<file path="src/tri_ang_pkg.sv">
// ----------------------------------------------------------------------------
// tri_ang_pkg
// shared widths, cordic angle table and helpers for the triangle angle block
// ----------------------------------------------------------------------------
`default_nettype none
package tri_ang_pkg;

    localparam int COORD_BITS      = 16;
    localparam int ANGLE_FRAC_BITS = 8;
    localparam int ANGLE_BITS      = 16;
    localparam int ITERS           = 28;
    // cordic word: products fit in 2*COORD_BITS+3, normalised to 2^48..2^49
    localparam int DIFF_BITS       = COORD_BITS + 1;
    localparam int PROD_BITS       = 2 * DIFF_BITS + 1;
    localparam int NORM_TOP        = 48;
    localparam int CW              = NORM_TOP + 4;
    localparam int ZW              = 34;
    localparam int SH_BITS         = 6;
    localparam logic signed [ZW-1:0] DEG90  = ZW'(64'sd90 <<< 24);
    localparam logic signed [ZW-1:0] DEG180 = ZW'(64'sd180 <<< 24);

    typedef logic signed [DIFF_BITS-1:0] t_diff;
    typedef logic signed [PROD_BITS-1:0] t_prod;
    typedef logic signed [CW-1:0]        t_cw;
    typedef logic signed [ZW-1:0]        t_z;

    // one cordic lane between stages
    typedef struct packed {
        t_cw x;
        t_cw y;
        t_z  z;
        logic zero;
    } t_lane;

    function automatic t_z atan_tab(input int i);
        logic [31:0] v;
        case (i)
            0: v = 754974720;  1: v = 445687602;  2: v = 235489088;
            3: v = 119537938;  4: v = 60000934;   5: v = 30029717;
            6: v = 15018523;   7: v = 7509720;    8: v = 3754917;
            9: v = 1877466;    10: v = 938734;    11: v = 469367;
            12: v = 234684;    13: v = 117342;    14: v = 58671;
            15: v = 29335;     16: v = 14668;     17: v = 7334;
            18: v = 3667;      19: v = 1833;      20: v = 917;
            21: v = 458;       22: v = 229;       23: v = 115;
            24: v = 57;        25: v = 29;        26: v = 14;
            27: v = 7;
            default: v = '0;
        endcase
        return t_z'(v);
    endfunction

endpackage
`default_nettype wire

</file>
<file path="src/tri_ang_vec.sv">
// ----------------------------------------------------------------------------
// tri_ang_vec
// one vertex: dot/cross products, normalise, fold into cordic start word
// ----------------------------------------------------------------------------
`default_nettype none
module tri_ang_vec
    import tri_ang_pkg::*;
(
    input  wire logic  i_clk,
    input  wire t_diff i_ux,
    input  wire t_diff i_uy,
    input  wire t_diff i_vx,
    input  wire t_diff i_vy,
    output t_lane      o_lane
);
    t_prod r_p0, r_p1, r_p2, r_p3;
    logic signed [PROD_BITS:0] r_dot, r_cr;
    logic [PROD_BITS:0] r_mag;
    logic [SH_BITS-1:0] n_sh, r_sh;
    logic signed [PROD_BITS:0] r_dot2, r_cr2;
    logic r_zero;
    logic signed [PROD_BITS:0] n_dot, n_cr;
    logic [PROD_BITS:0] n_abs_d, n_abs_c;
    logic signed [CW-1:0] n_dn, n_cn;
    t_lane r_lane;

    // stage 1: four products
    always_ff @(posedge i_clk) begin
        r_p0 <= PROD_BITS'(i_ux * i_vx);
        r_p1 <= PROD_BITS'(i_uy * i_vy);
        r_p2 <= PROD_BITS'(i_ux * i_vy);
        r_p3 <= PROD_BITS'(i_uy * i_vx);
    end

    // stage 2: dot, absolute cross, magnitude
    always_comb begin
        n_dot   = (PROD_BITS+1)'(r_p0) + (PROD_BITS+1)'(r_p1);
        n_cr    = (PROD_BITS+1)'(r_p2) - (PROD_BITS+1)'(r_p3);
        n_cr    = n_cr[PROD_BITS] ? -n_cr : n_cr;
        n_abs_d = n_dot[PROD_BITS] ? $unsigned(-n_dot) : $unsigned(n_dot);
        n_abs_c = $unsigned(n_cr);
    end

    always_ff @(posedge i_clk) begin
        r_dot <= n_dot;
        r_cr  <= n_cr;
        r_mag <= (n_abs_c > n_abs_d) ? n_abs_c : n_abs_d;
    end

    // stage 3: leading one search gives normalising shift
    always_comb begin
        n_sh = '0;
        for (int k = 0; k <= PROD_BITS; k++) begin
            if (r_mag[k]) n_sh = SH_BITS'(NORM_TOP - k);
        end
    end

    always_ff @(posedge i_clk) begin
        r_sh   <= n_sh;
        r_dot2 <= r_dot;
        r_cr2  <= r_cr;
        r_zero <= (r_mag == '0);
    end

    // stage 4: shift and fold into right half plane
    always_comb begin
        n_dn = CW'(r_dot2) <<< r_sh;
        n_cn = CW'(r_cr2) <<< r_sh;
    end

    always_ff @(posedge i_clk) begin
        r_lane.zero <= r_zero;
        if (!n_dn[CW-1]) begin
            r_lane.x <= n_dn;
            r_lane.y <= n_cn;
            r_lane.z <= '0;
        end else begin
            r_lane.x <= n_cn;
            r_lane.y <= -n_dn;
            r_lane.z <= DEG90;
        end
    end

    assign o_lane = r_lane;
endmodule
`default_nettype wire

</file>
<file path="config.mk">
export PLATFORM = sky130hd
export DESIGN_NAME = tri_ang_vec
export DESIGN_NICKNAME = d
export VERILOG_FILES = /design/src/tri_ang_pkg.sv /design/src/tri_ang_vec.sv
export SDC_FILE = /design/constraint.sdc
export NUM_CORES = 2
export LEC_CHECK = 0
export BUFFER_PORTS_ARGS = -buffer_cell sky130_fd_sc_hd__buf_4
export CAP_MARGIN = 15
export CORE_ASPECT_RATIO = 1.4
export CORE_MARGIN = 2
export CORE_UTILIZATION = 55
export DETAILED_ROUTE_END_ITERATION = 8
export PLACE_DENSITY = 0.72
export SLEW_MARGIN = 5
export SYNTH_ARGS = -nofsm -noshare
export SYNTH_HDL_FRONTEND = slang
export SYNTH_SLANG_ARGS = --single-unit
</file>
<file path="constraint.sdc">
create_clock -name i_clk -period 9.85 [get_ports i_clk]
set_clock_uncertainty 0.15 [all_clocks]
set_input_delay 1.4775 -clock i_clk [delete_from_list [all_inputs] [get_ports i_clk]]
set_output_delay 1.4775 -clock i_clk [all_outputs]
set_load 0.05 [all_outputs]
</file>
==> run metrics <==
PortBufs roughly 180; CP Data Required Time 10.17 ns; EDFF count, synth 0; Critical Path AT 8.58 ns; Root Driver clkbuf_16; area taken by flip-flops and latches 8560 um2; H-Tree Depth 2; DRC viols 0; Final Critical Period around 8.3 ns; clock sink count 427; CP Max Fanout 63; setup ws final 1.58 ns; TritonCTS Buffers 41; ANT nets after route 0; grt total ovfl 0; Slew @ Worst Pin approximately 1.3 ns; synthesized cell area about 67000 um2; layout cells sized above 1 around 6.0%; Layout area overhead 5.68%; Worst-Skew Late Latency 0.63 ns; RSZ-0062 raised after global routing no; worst slack, placed 1.34 ns; status finished, final reports clean; pin count of the biggest net entering global routing 70; vias in the first global route between 50000 and 60000; Slew HR roughly an eighth; final WL between 200 and 250 mm; cell count of the worst hold path 0; CTS max path bufs 3; DR WL/cell roughly 22 um; fillers 10800; CTS tree yes; post-DP HPWL 163 mm; die area about 120000 um2; Area after DPL between 60000 and 70000 um2; kind of critical path reg2reg; hold path start r_dot[9]; Ports approximately 210; worst r2r src r_p0[9]; number of DRC markers in iteration 0 around 3200; Non-Filler Instances between 9000 and 10000; core area ~120000 um2; die extent in x ~300 um; cts repair resizes 0; clk slew on worst S/H paths roughly 0.070 ns; Cell variety after synth 109; via count about 52000; CP startpoint r_p0[9]; Multi-input gate area 52100 um2; NumNets Final 9066; endpoints failing setup 0; Mapped Avg Cell Area 8.99 um2; Crit. End Element register; initial antenna violation count 17; async set or reset register ratio after synthesis 0%; Cell Rows between 150 and 200; gr usage total approximately a third; length in cells of the worst reg-to-reg path 22; Seq/Total Area, Yosys about an eighth; fin area 70800 um2; Hold WC Path Type reg2reg; main flop type after synthesis dfxtp_1; CTS Hold Bufs 0; Worst setup SP type register; total of max-cap violations 0; Initial Utilization a little under three fifths; Hold Vio Cnt, Final 0; setup tns final 0 ns; Final Max Tran Viols 0; top cell type's share of synthesized area 35.4%; Cells after DPL just under 9000; die height roughly 420 um; postcts setup bufs 0; Max Freq 121 MHz; via/cell ratio 5.74; synth top area cells fa_1 35%, dfxtp_1 13%, ha_1 8.3%, inv_1 7.2%, nand2_1 5.3%; Pre-Repair DR Iteration Count 7; Synth Instances about 7500; Final Cycle Share 83.9%; GPL Wtd Cong 1.05; Seq cells post-synth around 430; synth warn 0; post-synth top area cell fa_1; first-pass GRT wire length approximately 310 mm
worst max-delay path, cell delays in order, from the launching register on:
cell,delay (ns)
dfxtp_1,0.32
ha_1,0.48
and4_1,0.26
nor3b_1,0.17
a21oi_1,0.29
a2111oi_0,0.64
o21ai_1,0.29
o21ai_0,0.26
o31a_1,0.48
clkinv_1,0.72
o31ai_1,0.28
xor2_1,0.72
ha_1,0.28
nand4_1,0.12
nor4_1,0.57
nand2_1,0.22
a311o_1,0.35
o211ai_1,0.22
o221ai_4,0.19
buf_4,0.35
or4_1,0.47
mux2i_1,0.14
nor4_1,0.08
final timing paths:
path,endpoint,slack [ns]
worst max register to register,r_mag[33],1.58
worst min-delay path,r_dot2[9],0.18
worst min register to register,r_dot2[9],0.18
worst max-delay path,r_mag[33],1.58
placed cells by master, fill, tap and decap left out, drive strengths merged, types with 26 or more instances in the layout:
master  Yosys  routed
dfxtp     427     427
diode       0      34
a31oi      30      30
ha        447     447
o31ai      34      34
and2      511     511
o22ai      27      27
a211oi     49      49
nor2b      33      33
o21a       65      65
xor2       92      92
xnor2     181     181
mux4       70      70
nand4      26      26
clkbuf    329      51
conb        2      34
nand3      58      58
and3       33      33
o211ai     27      27
mux2i      82      82
inv      1286    1292
nand2     953     953
nor2      322     322
a21oi     252     252
nand2b     94      94
a21o       87      87
fa       1186    1186
nor3       88      88
o21ai     218     218
buf        69     230
cell usage after synthesis (92+ instances only):
cell	count
inv_1	1285
fa_1	1186
nand2_1	953
and2_1	511
ha_1	447
dfxtp_1	427
clkbuf_1	329
nor2_1	320
a21oi_1	252
o21ai_0	201
xnor2_1	181
nand2b_1	94
xor2_1	92
layout make-up:
class	count	share of cell area, %
clock buffers	51	1.62
clock inverters	24	0.496
repair buffers	230	2.46
flip-flops and latches	427	12.1
inverters	1287	6.82
multi-input cells	5377	73.6
diodes	34	0.120
well taps	1606	2.84
layer usage:
metal  track usage [%]  wire length [um]  vias to the layer above
met5                 0                84                        -
met4              29.2             21900                       12
met3              4.11             10200                      659
met2              59.7            103000                     1827
met1              33.4             66100                    26000
li1                  -                 -                    23300
metrics by stage:
stage | hold WS (ns) | utilization, %
3_5_place_dp | 0.162 | 57.3
6_report | 0.176 | 58.6
4_1_cts | 0.177 | 58.5
3_3_place_gp | 0.160 | 57.3
5_1_grt | 0.181 | 58.6
2_1_floorplan | 0.160 | -
sequential cells by signal, summed over array words and instances (netlist names):
signal  cells
r_dot      35
r_p1       34
r_cr2      36
r_cr       36
r_p2       34
r_p3       34
r_sh        6
o_lane    106
r_dot2     35
r_mag      36
r_p0       34
r_zero      1
cells by family (layout without fill, tap and decap cells):
family,count (synthesis),after routing,share of synthesized area (%)
simple gates,2256,2256,16.4
buf+inv,1685,1592,9.71
fa+ha+maj,1633,1633,43.8
compound gates,1004,1004,9.81
flops,427,427,12.8
xor+xnor,273,273,3.57
mux,177,177,4.02
other cells,2,68,0.0112
Power is left out: the tool's default activity adds up to more than one toggle a clock period on the data nets, which glitch-free logic cannot reach.
